===== src/hdl/scfp_pkg.sv =====
`default_nettype none

package scfp_pkg;

   // Frame characters
   localparam logic [7:0] CH_START   = 8'h24;
   localparam logic [7:0] CH_NEWLINE = 8'h0A;
   localparam logic [7:0] CH_MINUS   = 8'h2D;

   // Frame layout
   localparam int FRAME_DEPTH_DEFAULT = 17;
   localparam int FIELD_DIGITS        = 5;
   localparam int LEFT_SIGN_POS       = 1;
   localparam int RIGHT_SIGN_POS      = 8;
   localparam int BOOT_LEN            = 16;

   // Result width and decode constants
   localparam int TARGET_W = 23;
   localparam logic signed [TARGET_W-1:0] DIGIT_BIAS = 23'sd48;
   localparam logic signed [TARGET_W-1:0] DIGIT_WEIGHT [FIELD_DIGITS] =
      '{23'sd10000, 23'sd1000, 23'sd100, 23'sd10, 23'sd1};

   // Depth of the queue between front and back
   localparam int QUEUE_DEPTH = 2;

   // Buffer contents after reset: "$+12345,+12345\n", then zeros
   localparam logic [7:0] BOOT_FRAME [BOOT_LEN] = '{
      8'h24, 8'h2B, 8'h31, 8'h32, 8'h33, 8'h34, 8'h35, 8'h2C,
      8'h2B, 8'h31, 8'h32, 8'h33, 8'h34, 8'h35, 8'h0A, 8'h00
   };

   typedef logic [0:FIELD_DIGITS-1][7:0] digit_row_type;

   // Bytes of one completed frame that the decoder needs
   typedef struct packed {
      logic [7:0]    left_sign;
      digit_row_type left_digits;
      logic [7:0]    right_sign;
      digit_row_type right_digits;
   } frame_fields_type;

   // Queue status seen by the front and the back
   typedef struct packed {
      logic full;
      logic empty;
   } q_status_type;

   // Reset value of one buffer entry
   function automatic logic [7:0] boot_byte(input int idx);
      logic [7:0] value;
      value = 8'h00;
      if (idx < BOOT_LEN) begin
         value = BOOT_FRAME[idx[3:0]];
      end
      return value;
   endfunction

endpackage

`default_nettype wire


===== src/hdl/scfp_front.sv =====
`default_nettype none

module scfp_front
   import scfp_pkg::*;
#(
   parameter int FRAME_DEPTH = FRAME_DEPTH_DEFAULT
) (
   input  wire logic             clock,
   input  wire logic             reset,
   input  wire logic             req_valid,
   input  wire logic [7:0]       req_rx_byte,
   input  wire q_status_type     q_status,
   output logic                  req_stall,
   output logic                  push_valid,
   output frame_fields_type      push_data
);

   localparam int POS_W = $clog2(FRAME_DEPTH);

   logic [7:0]       frame_ff [FRAME_DEPTH];
   logic [7:0]       frame_in [FRAME_DEPTH];
   logic [POS_W-1:0] pos_ff;
   logic [POS_W-1:0] pos_in;
   logic [POS_W-1:0] wr_idx;
   logic             accept;

   // Hold off the sender while the queue is full
   assign req_stall = q_status.full;
   assign accept    = req_valid && !q_status.full;

   // A start byte restarts the frame at entry 0
   assign wr_idx = (req_rx_byte == CH_START) ? '0 : pos_ff;

   // Buffer contents after this transfer
   always_comb begin
      for (int i = 0; i < FRAME_DEPTH; i++) begin
         frame_in[i] = (accept && wr_idx == POS_W'(i)) ? req_rx_byte : frame_ff[i];
      end
   end

   // Advance the write position, wrap after the last entry
   always_comb begin
      pos_in = pos_ff;
      if (accept) begin
         pos_in = (wr_idx == POS_W'(FRAME_DEPTH - 1)) ? '0 : wr_idx + 1'b1;
      end
   end

   always_ff @(posedge clock) begin
      if (reset) begin
         pos_ff <= '0;
         for (int i = 0; i < FRAME_DEPTH; i++) begin
            frame_ff[i] <= boot_byte(i);
         end
      end else begin
         pos_ff <= pos_in;
         for (int i = 0; i < FRAME_DEPTH; i++) begin
            frame_ff[i] <= frame_in[i];
         end
      end
   end

   // Classify: a newline ends a frame that begins with a start byte
   assign push_valid = accept && req_rx_byte == CH_NEWLINE && frame_in[0] == CH_START;

   // Snapshot the sign and digit bytes of the frame
   always_comb begin
      push_data.left_sign  = frame_in[LEFT_SIGN_POS];
      push_data.right_sign = frame_in[RIGHT_SIGN_POS];
      for (int k = 0; k < FIELD_DIGITS; k++) begin
         push_data.left_digits[k]  = frame_in[LEFT_SIGN_POS + 1 + k];
         push_data.right_digits[k] = frame_in[RIGHT_SIGN_POS + 1 + k];
      end
   end

endmodule

`default_nettype wire


===== src/hdl/scfp_queue.sv =====
`default_nettype none

module scfp_queue
   import scfp_pkg::*;
(
   input  wire logic              clock,
   input  wire logic              reset,
   input  wire logic              push_valid,
   input  wire frame_fields_type  push_data,
   input  wire logic              pop_ready,
   output q_status_type           q_status,
   output frame_fields_type       head_data
);

   localparam int PTR_W = (QUEUE_DEPTH > 1) ? $clog2(QUEUE_DEPTH) : 1;
   localparam int CNT_W = $clog2(QUEUE_DEPTH + 1);

   frame_fields_type mem_ff [QUEUE_DEPTH];
   logic [PTR_W-1:0] wr_ptr_ff, wr_ptr_in;
   logic [PTR_W-1:0] rd_ptr_ff, rd_ptr_in;
   logic [CNT_W-1:0] count_ff, count_in;
   logic             do_push;
   logic             do_pop;

   assign q_status.full  = (count_ff == CNT_W'(QUEUE_DEPTH));
   assign q_status.empty = (count_ff == '0);
   assign do_push = push_valid && !q_status.full;
   assign do_pop  = pop_ready && !q_status.empty;
   assign head_data = mem_ff[rd_ptr_ff];

   // Advance pointers and occupancy
   always_comb begin
      wr_ptr_in = wr_ptr_ff;
      rd_ptr_in = rd_ptr_ff;
      count_in  = count_ff;
      if (do_push) begin
         wr_ptr_in = (wr_ptr_ff == PTR_W'(QUEUE_DEPTH - 1)) ? '0 : wr_ptr_ff + 1'b1;
      end
      if (do_pop) begin
         rd_ptr_in = (rd_ptr_ff == PTR_W'(QUEUE_DEPTH - 1)) ? '0 : rd_ptr_ff + 1'b1;
      end
      if (do_push && !do_pop) begin
         count_in = count_ff + 1'b1;
      end else if (do_pop && !do_push) begin
         count_in = count_ff - 1'b1;
      end
   end

   always_ff @(posedge clock) begin
      if (reset) begin
         wr_ptr_ff <= '0;
         rd_ptr_ff <= '0;
         count_ff  <= '0;
      end else begin
         wr_ptr_ff <= wr_ptr_in;
         rd_ptr_ff <= rd_ptr_in;
         count_ff  <= count_in;
      end
   end

   // Store the pushed frame
   always_ff @(posedge clock) begin
      if (do_push) begin
         mem_ff[wr_ptr_ff] <= push_data;
      end
   end

endmodule

`default_nettype wire


===== src/hdl/scfp_back.sv =====
`default_nettype none

module scfp_back
   import scfp_pkg::*;
(
   input  wire logic                    clock,
   input  wire logic                    reset,
   input  wire q_status_type            q_status,
   input  wire frame_fields_type        head_data,
   output logic                         pop_ready,
   output logic                         rsp_valid,
   input  wire logic                    rsp_stall,
   output logic signed [TARGET_W-1:0]   rsp_left_target,
   output logic signed [TARGET_W-1:0]   rsp_right_target,
   output logic                         rsp_stop_request
);

   // Weighted sum of five digit bytes, each taken as (byte - '0')
   function automatic logic signed [TARGET_W-1:0] field_sum(input digit_row_type row);
      logic signed [TARGET_W-1:0] acc;
      logic signed [TARGET_W-1:0] d;
      acc = '0;
      for (int k = 0; k < FIELD_DIGITS; k++) begin
         d   = signed'({{(TARGET_W-8){1'b0}}, row[k]}) - DIGIT_BIAS;
         acc = acc + d * DIGIT_WEIGHT[k];
      end
      return acc;
   endfunction

   logic                        sum_valid_ff, sum_valid_in;
   logic signed [TARGET_W-1:0]  left_sum_ff, right_sum_ff;
   logic                        left_neg_ff, right_neg_ff;
   logic                        out_valid_ff, out_valid_in;
   logic signed [TARGET_W-1:0]  left_ff, right_ff;
   logic                        stop_ff;
   logic                        out_ready;
   logic                        sum_ready;
   logic                        sum_load;
   logic                        out_load;

   // Stage enables: a stage loads when its contents move on or it is empty
   assign out_ready = !out_valid_ff || !rsp_stall;
   assign sum_ready = !sum_valid_ff || out_ready;
   assign pop_ready = sum_ready;
   assign sum_load  = sum_ready && !q_status.empty;
   assign out_load  = out_ready && sum_valid_ff;

   always_comb begin
      sum_valid_in = sum_valid_ff;
      out_valid_in = out_valid_ff;
      if (sum_ready) begin
         sum_valid_in = !q_status.empty;
      end
      if (out_ready) begin
         out_valid_in = sum_valid_ff;
      end
   end

   always_ff @(posedge clock) begin
      if (reset) begin
         sum_valid_ff <= 1'b0;
         out_valid_ff <= 1'b0;
      end else begin
         sum_valid_ff <= sum_valid_in;
         out_valid_ff <= out_valid_in;
      end
   end

   // Sum stage: form both magnitudes, keep the sign flags
   always_ff @(posedge clock) begin
      if (sum_load) begin
         left_sum_ff  <= field_sum(head_data.left_digits);
         right_sum_ff <= field_sum(head_data.right_digits);
         left_neg_ff  <= (head_data.left_sign == CH_MINUS);
         right_neg_ff <= (head_data.right_sign == CH_MINUS);
      end
   end

   // Output stage: apply signs and flag a zero target
   always_ff @(posedge clock) begin
      if (out_load) begin
         left_ff  <= left_neg_ff ? -left_sum_ff : left_sum_ff;
         right_ff <= right_neg_ff ? -right_sum_ff : right_sum_ff;
         stop_ff  <= (left_sum_ff == '0) || (right_sum_ff == '0);
      end
   end

   assign rsp_valid        = out_valid_ff;
   assign rsp_left_target  = left_ff;
   assign rsp_right_target = right_ff;
   assign rsp_stop_request = stop_ff;

endmodule

`default_nettype wire


===== src/hdl/speed_command_frame_parser.sv =====
// Speed command frame parser.
// req_ channel: one received serial byte per transfer (req_rx_byte). The
// bytes fill a frame buffer; a '$' restarts the frame at entry 0 and the
// write position wraps after the last entry. A newline that completes a
// frame whose entry 0 is '$' yields one result, any other byte yields none.
// rsp_ channel: signed left and right speed targets plus a stop flag that
// is set when either target is zero.
// Throughput: one byte per cycle. The front takes a byte every cycle unless
// its two-entry frame queue is full, and the back drains one frame a cycle
// unless rsp_stall holds it. A result moves from the queue to the sum stage
// and then the output stage, later when earlier results wait in the queue.
// Reset: the buffer reloads "$+12345,+12345\n" followed by zeros, the write
// position returns to 0, the queue and the output stages empty.
// Receiver stall: the result holds steady on the rsp_ ports; the sum stage
// and the queue absorb up to three more frames, then req_stall rises until
// room returns.
`default_nettype none

module speed_command_frame_parser
   import scfp_pkg::*;
#(
   parameter int FRAME_DEPTH = FRAME_DEPTH_DEFAULT
) (
   input  wire logic                    clock,
   input  wire logic                    reset,
   input  wire logic                    req_valid,
   output logic                         req_stall,
   input  wire logic [7:0]              req_rx_byte,
   output logic                         rsp_valid,
   input  wire logic                    rsp_stall,
   output logic signed [TARGET_W-1:0]   rsp_left_target,
   output logic signed [TARGET_W-1:0]   rsp_right_target,
   output logic                         rsp_stop_request
);

   q_status_type     q_status;
   logic             push_valid;
   frame_fields_type push_data;
   logic             pop_ready;
   frame_fields_type head_data;

   // Collect bytes and classify frame ends
   scfp_front #(
      .FRAME_DEPTH (FRAME_DEPTH)
   ) u_front (
      .clock       (clock),
      .reset       (reset),
      .req_valid   (req_valid),
      .req_rx_byte (req_rx_byte),
      .q_status    (q_status),
      .req_stall   (req_stall),
      .push_valid  (push_valid),
      .push_data   (push_data)
   );

   // Decouple the front from the decoder
   scfp_queue u_queue (
      .clock      (clock),
      .reset      (reset),
      .push_valid (push_valid),
      .push_data  (push_data),
      .pop_ready  (pop_ready),
      .q_status   (q_status),
      .head_data  (head_data)
   );

   // Decode the speed fields
   scfp_back u_back (
      .clock            (clock),
      .reset            (reset),
      .q_status         (q_status),
      .head_data        (head_data),
      .pop_ready        (pop_ready),
      .rsp_valid        (rsp_valid),
      .rsp_stall        (rsp_stall),
      .rsp_left_target  (rsp_left_target),
      .rsp_right_target (rsp_right_target),
      .rsp_stop_request (rsp_stop_request)
   );

endmodule

`default_nettype wire


===== config.mk =====
export PLATFORM = sky130hd
export DESIGN_NAME = speed_command_frame_parser
export DESIGN_NICKNAME = d
export VERILOG_FILES = /design/src/hdl/scfp_pkg.sv /design/src/hdl/scfp_front.sv /design/src/hdl/scfp_queue.sv /design/src/hdl/scfp_back.sv /design/src/hdl/speed_command_frame_parser.sv
export SDC_FILE = /design/constraint.sdc
export NUM_CORES = 1
export LEC_CHECK = 0
export ABC_CLOCK_PERIOD_IN_PS = 21300
export BUFFER_PORTS_ARGS = -buffer_cell sky130_fd_sc_hd__clkbuf_2
export CAP_MARGIN = 20
export CORE_MARGIN = 2
export CORE_UTILIZATION = 40
export DETAILED_ROUTE_END_ITERATION = 10
export HOLD_SLACK_MARGIN = 0.06
export PLACE_DENSITY = 0.64
export RECOVER_POWER = 25
export SYNTH_ARGS = -nofsm -noshare
export SYNTH_HDL_FRONTEND = slang
export SYNTH_HIERARCHICAL = 1
export SYNTH_SLANG_ARGS = --single-unit

===== constraint.sdc =====
create_clock -name clock -period 21.3 [get_ports clock]
set_input_delay 4.26 -clock clock [delete_from_list [all_inputs] [get_ports clock]]
set_output_delay 4.26 -clock clock [all_outputs]
set_load 0.005 [all_outputs]

* Word level (Yosys, flattened, before mapping) *
Memories as Yosys holds them, arrays and structs flattened. A register that Yosys moved wholly into a read port is not among the register bits.
Cells that the tools add are included.

word-level totals
  memories = 2
  bits in read-only memories = 0
  word-level logic and storage cells = 194
  bits in writable memories = 328
  output and inout port bits = 49
  bits in latches = 0
  bits in registers = 106

cells by class
  multipliers = 8
  $lt $le $gt $ge = 0
  add/subtract/negate cells = 25
  multiplexer cells = 59
  reductions and logical operators = 44
  equality and inequality tests = 26
  bitwise logic cells = 17
  shift-type cells = 0
  div/mod/pow operators = 0

memories
  memory            words  width  rd ports  clocked after Yosys merged registers in  write ports  RTL line          text
  u_queue.mem_ff    2      96     1         1                                        1            scfp_queue.sv:18  frame_fields_type mem_ff [QUEUE_DEPTH];
  u_front.frame_ff  17     8      13        0                                        17           scfp_front.sv:20  logic [7:0] frame_ff [FRAME_DEPTH];

operator list
  cell                                                                    number
  8-bit two-way mux                                                       44
  23-bit adder                                                            8
  8-bit by 6-bit subtractor with 9-bit output (second input constant)     10
  23-bit logical NOT                                                      2
  23-bit by 11-bit multiplier with 19-bit output (second input constant)  2
  23-bit by 4-bit multiplier with 22-bit output (second input constant)   2
  23-bit by 6-bit multiplier with 21-bit output (second input constant)   2
  23-bit by 8-bit multiplier with 20-bit output (second input constant)   2
  23-bit two-way mux                                                      2
  23-bit negation                                                         2
  5-bit by 4-bit equality test with 1-bit output (second input constant)  8
  8-bit by 6-bit equality test with 1-bit output (second input constant)  4
  1-bit logical AND                                                       25
  5-bit by 3-bit equality test with 1-bit output (second input constant)  4
  1-bit OR                                                                17
  5-bit by 2-bit equality test with 1-bit output (second input constant)  2
  5-bit two-way mux                                                       2
  1-bit two-way mux                                                       9
  8-bit by 4-bit equality test with 1-bit output (second input constant)  1
  2-bit AND reduction                                                     4
  1-bit logical NOT                                                       7
  5-bit by 1-bit adder with 5-bit output (second input constant)          1
  5-bit by 1-bit equality test with 1-bit output (second input constant)  1
  5-bit equality test (second input constant)                             1
  10 further kinds                                                        17

* Depth between registers and ports, before layout *
Gate-level depths: netlist (run 1).

  depth after elaboration = 12
  gate-level depth with buffers = 35

* Cells and area by module *
The synthesis (run 1) kept the hierarchy.

by module, submodules not included
  module      area an instance (sq um)  cells an instance  times used
  scfp_back   17545.6                   1743               1
  scfp_queue  7307.0                    324                1
  scfp_front  6615.1                    579                1

* Worst setup path after synthesis (run 1) *
No wires, ideal clock.

  path type = reg2reg
  start = register with a tool-made name
  end = register u_back.left_sum_ff[22] (data pin)
  slack = 12657 ps
  required time = 21032 ps
  clock period less this slack = 8643 ps
  arrival time = 8375 ps
  cell stages (with the launch flop) = 31
  path buffers = 2
  setup time = 268 ps
  cells stage by stage = dfxtp_1 > buf_6 > buf_2 > mux2_2 > a21oi_1 > xor2_1 > inv_1 > fa_1 > fa_1 > fa_1 > inv_1 > fa_1 > ha_1 > ha_1 > inv_1 > a21oi_1 > o21ai_0 > a21oi_1 > o21ai_0 > or4b_2 > o311ai_0 > fa_1 > inv_1 > fa_1 > fa_1 > inv_1 > ha_1 > a211o_1 > o32a_1 > xnor2_1 > xnor3_1

RTL lines
  element               RTL line         text
  end signal, assigned  scfp_back.sv:72  left_sum_ff <= field_sum(head_data.left_digits);
  end, declared         scfp_back.sv:31  logic signed [TARGET_W-1:0] left_sum_ff, right_sum_ff;

==> results of run 1 <==
-- cell families after synthesis --
family	Yosys count	share of synthesized area
xor+xnor	193	0.0542
simple gates	394	0.0671
compound gates	364	0.0744
buf+inv	561	0.0814
flops	403	0.381
fa+ha+maj	559	0.276
other cells	1	0.000119
mux	171	0.0658
-- cell usage in the layout, fill, tap and decap left out, types with 8 or more instances in the layout --
master,n
inv_1,405
edfxtp_1,391
ha_1,333
fa_1,226
xnor2_1,138
mux2_2,125
o21ai_0,110
a21oi_1,105
conb_1,104
nand2_1,92
nor2_1,69
nand2b_1,57
clkbuf_2,54
xor2_1,54
and2_1,48
clkbuf_16,45
mux2_4,37
a21o_1,29
or3_1,22
nor3_1,21
nand3_1,21
nor2b_1,19
o31ai_1,19
clkbuf_1,18
o21a_1,15
dfxtp_1,12
a21boi_0,11
clkinv_1,8
clkinv_2,8
a211oi_4,8
-- flip-flops by register name (all words and copies together) (netlist names), named ones only --
signal and cells:
u_back/right_neg_ff 1, u_front/frame_ff 104, u_queue/rd_ptr_ff 1, u_back/right_sum_ff 23
u_queue/wr_ptr_ff 1, u_back/left_sum_ff 23, u_front/pos_ff 5, u_queue/mem_ff 192
u_back/rsp_right_target 23, u_back/rsp_left_target 23, u_back/rsp_valid 1, u_back/rsp_stop_request 1
u_back/sum_valid_ff 1, u_back/left_neg_ff 1, u_queue/count_ff 2
-- per-stage QoR --
step	cells	hold slack (ns)	setup slack, ns	utilization
floorplan	2749	0.426	12.66	-
global placement	3706	0.439	11.82	0.419
detailed placement	3706	0.448	11.68	0.419
CTS	3786	0.461	11.68	0.437
global route	3787	0.499	7.22	0.436
finish	3787	0.463	7.87	0.436
-- path summary, 6_finish.rpt --
check,startpoint,slack (ns),endpoint
worst max register to register,register,7.87,u_back/left_sum_ff[22]
worst min register to register,u_back/right_sum_ff[0],0.46,u_back/rsp_right_target[0]
worst min-delay path,u_back/right_sum_ff[0],0.46,u_back/rsp_right_target[0]
worst max-delay path,register,7.87,u_back/left_sum_ff[22]
-- worst reg2reg max path: cells and delay by family (launching register included) --
kind            cells  cell delay (ns)
compound gates      8             1.61
xor+xnor            2             0.46
fa+ha+maj          11             3.89
buf+inv             9             5.16
flops               1             0.78
mux                 1             0.63
simple gates        2             0.64
-- layer usage --
layer  up-vias  wire length (µm)  track usage
met3        72              2350       0.0238
met4         4               954       0.0293
met2       239             27000        0.243
li1       8974                 -            -
met5         -                27            0
met1      8765             28400        0.204
-- cell type report --
cell class              count  area, µm²
clock inverters            26        221
multi-input cells        1785      17300
fillers                  7216      43800
flip-flops and latches    403      12000
well taps                1040       1300
inverters                 407       1530
repair buffers             72        364
clock buffers              54       1170
==> out/results.tsv, run 1 <==
metric	value	unit
DRT antenna net count	0	
ys async rst share	0	
Post-synth top cells	inv_1 (407), edfxtp_1 (391), ha_1 (333), fa_1 (226), xnor2_1 (138)	
n_diodes	0	
H-tree Lvls	2	
max frequency	74.5	MHz
slowest stage delay, CP	2.34	ns
total grt overflow	0	
YS warnings	6	
drt wl/cell	15.5	µm
first-pass GRT wire length	95500	µm
Setup-failing EPs final	0	
Hold Crit Depth	0	
Max Cap Viol	5	
CP max stage cell	clkbuf_1	
core area	77700	µm²
vias in the first global route	18300	
worst skew pair latency	0.57	ns
R2R depth	33	
syn_area_per_cell	11.9	µm²
Placed Area	32600	µm²
Final nets	3284	
total clock sinks	403	
critical path class	reg -> reg	
largest net degree at the start of global routing	79	
clk_skew	0.0224	ns
# DRC	0	
Tcrit/Tclk final	0.630	
Synth Flop Type	edfxtp_1	
status	finished, violations left	
most common cell in the netlist	inv_1	
Post-Syn Area	31500	µm²
die area	80900	µm²
FF+latch count, synth	403	
routability cong.	0.816	
# port buffers	60	
Post-CTS Setup Repair Bufs	0	
critical path endpoint category	register	
DRT iter0 DRCs	994	
Final Instance Area	33900	µm²
layout cells sized above 1	0.117	
critical path's top delay family	buffers and inverters	
sequential area share after synthesis	0.381	
CTS Buf Count	44	
die width	284	µm
io pins	61	
Vias/cell	4.77	
startpoint types	register	
Least-Margin Pin Slew	3.24	ns
unrepaired setup endpoints after global routing	false	
max_slew headroom	-1.16	
clock buffer depth	3	
Slew Limit Fails	225	
leading area contributor after synthesis	edfxtp_1	
Critical Path RT	21.61	ns
post-CTS sizing	0	
distinct cell type count after synthesis	78	
Root Driver	clkbuf_16	
failing checks	capacitance limit, slew limit	
hpwl dp	44200	µm
cell depth of the worst setup path	33	
crit path time final	13.43	ns
Syn Inst Count	2646	
top cells by area, synth	edfxtp_1 (37%), fa_1 (14%), ha_1 (13%)	
crit path max fanout	45	
initial antenna violation count	3	
EDFF count, synth	391	
top-area cell type share of the netlist area	0.373	
Setup TNS	0	ns
buffer and inverter count on the worst path	9	
Starting Density	0.405	
Cell Rows	102	
Critical Path AT	13.74	ns
Worst Hold Class	reg -> reg	
clock-pin slew on the worst setup and hold paths	0.06	ns
Total GRT Usage	0.147	
Die Ht	284	µm
area grow syn2layout	7.66	%
via count	18100	
first-pass iteration count of the detailed router	7	
Post-Route WL	58700	µm
most frequent CP cell	inv_1	
hold-fix buffers at CTS	0	
CTS tree	built	
Hold Violations, Final	0	
Power of run 1 is not shown: default switching activity piles up to over one toggle a cycle in this logic, so the estimate is an artifact.
==> run 2, diff against run 1 <==
- ABC_CLOCK_PERIOD_IN_PS: 21300 -> 12600
- clock period: 21.3 -> 12.6 ns (I/O delays scaled with it)
==> run 2 against run 1 <==
  * The flow still finishes with violations (capacitance limit, slew limit)
  * Core utilization unchanged
  * Final area unchanged
  * Register-to-register slack got worse by 5.1 ns
  * Sequential share of layout area unchanged
  * Non-clock buffer count decreased by 1
  * First-iteration DRC count decreased by 1.8%
  * Wire length about the same
  * Maximum frequency increased by 37%
  * Critical path type unchanged
  * Critical endpoint unchanged
  * Highest routed layer unchanged
==> out/results.tsv, run 2 (synthesized netlist as in run 1, its figures left out) <==
metric	value	unit
total clock sinks	403	
core area	77700	µm²
Critical Path RT	12.90	ns
Hold WS	0.450	ns
Post-Route WL	58700	µm
Worst Hold Class	reg -> reg	
clock-pin slew on the worst setup and hold paths	0.06	ns
CTS Buf Count	43	
vias in the first global route	18500	
buffer and inverter count on the worst path	5	
Tcrit/Tclk final	0.777	
first-pass GRT wire length	95700	µm
io pins	61	
hpwl dp	44200	µm
Setup TNS	0	ns
drt wl/cell	15.5	µm
failing checks	capacitance limit, slew limit	
Placed Area	32600	µm²
setup slack after layout	2.81	ns
layout cells sized above 1	0.118	
# port buffers	60	
Final nets	3282	
crit path max fanout	21	
Vias/cell	4.79	
die width	284	µm
Total GRT Usage	0.147	
Cell Rows	102	
CP max stage cell	dfxtp_1	
routability cong.	0.815	
critical path endpoint category	register	
CTS tree	built	
status	finished, violations left	
unrepaired setup endpoints after global routing	false	
most frequent cells in the layout	inv_1 (405), edfxtp_1 (391), ha_1 (333)	
critical path class	reg -> reg	
max frequency	102	MHz
Starting Density	0.405	
largest reg by FF count	u_queue/mem_ff	
clock buffer depth	3	
Post-CTS Setup Repair Bufs	0	
H-tree Lvls	2	
most frequent CP cell	fa_1	
Largest register FFs	192	
via count	18100	
startpoint types	register	
crit path time final	9.79	ns
pre-CTS WS	3.44	ns
Die Ht	284	µm
Critical Path AT	10.09	ns
area grow syn2layout	7.66	%
post-CTS sizing	0	
DRT iter0 DRCs	976	
commonest non-fill, non-tap cell in the layout	inv_1	
largest net degree at the start of global routing	79	
largest registers	u_queue/mem_ff (192), u_front/frame_ff (104)	
Setup-failing EPs final	0	
clk_skew	0.0233	ns
total grt overflow	0	
Least-Margin Pin Slew	2.80	ns
hold-fix buffers at CTS	0	
Hold Violations, Final	0	
max_slew headroom	-0.867	
# DRC	0	
die area	80900	µm²
Max Cap Viol	3	
DRT antenna net count	0	
Slew Limit Fails	136	
Final Instance Area	33900	µm²
first-pass iteration count of the detailed router	5	
critical path's top delay family	adder cells	
initial antenna violation count	1	
slowest stage delay, CP	1.14	ns
worst skew pair latency	0.56	ns
Root Driver	clkbuf_16	
## run 2: cell types whose count changed in the layout (fill, tap and decap cells not counted), moves of 2 or more
cell / before / now
mux2_1: 6 / 4
bufinv_16: 3 / 5
clkinv_2: 8 / 10
clkinv_1: 8 / 6
inv_6: 4 / 2
clkbuf_1: 18 / 12
## run 2: final cells by class
cell class | instances | area, µm²
Fill cell | 7189 | 43800
Multi-Input combinational cell | 1785 | 17300
Sequential cell | 403 | 12000
Inverter | 407 | 1530
Tap cell | 1040 | 1300
Clock buffer | 48 | 1140
Timing Repair Buffer | 71 | 364
Clock inverter | 25 | 259
Antenna cell | 1 | 2.50
## run 2: per-stage QoR
step,util,instances
3_5_place_dp,0.419,3706
3_3_place_gp,0.419,3706
2_1_floorplan,-,2749
5_1_grt,0.436,3779
4_1_cts,0.437,3779
6_report,0.436,3780
## run 2: worst paths after layout
path / start / end / slack [ns] / depth (start not counted)
worst max register to register: register / u_back/left_sum_ff[22] / 2.81 / 28
worst min-delay path: u_back/right_sum_ff[0] / u_back/rsp_right_target[0] / 0.45 / 0
worst min register to register: u_back/right_sum_ff[0] / u_back/rsp_right_target[0] / 0.45 / 0
worst max-delay path: register / u_back/left_sum_ff[22] / 2.81 / 28
## run 2: layer usage
layer	track usage	routed length (µm)	share of wire
met5	0	13	0.00022
met4	0.0316	814	0.014
met3	0.0193	2370	0.040
met2	0.245	27100	0.46
met1	0.204	28300	0.48
Power of run 2 is left out for the same reason.
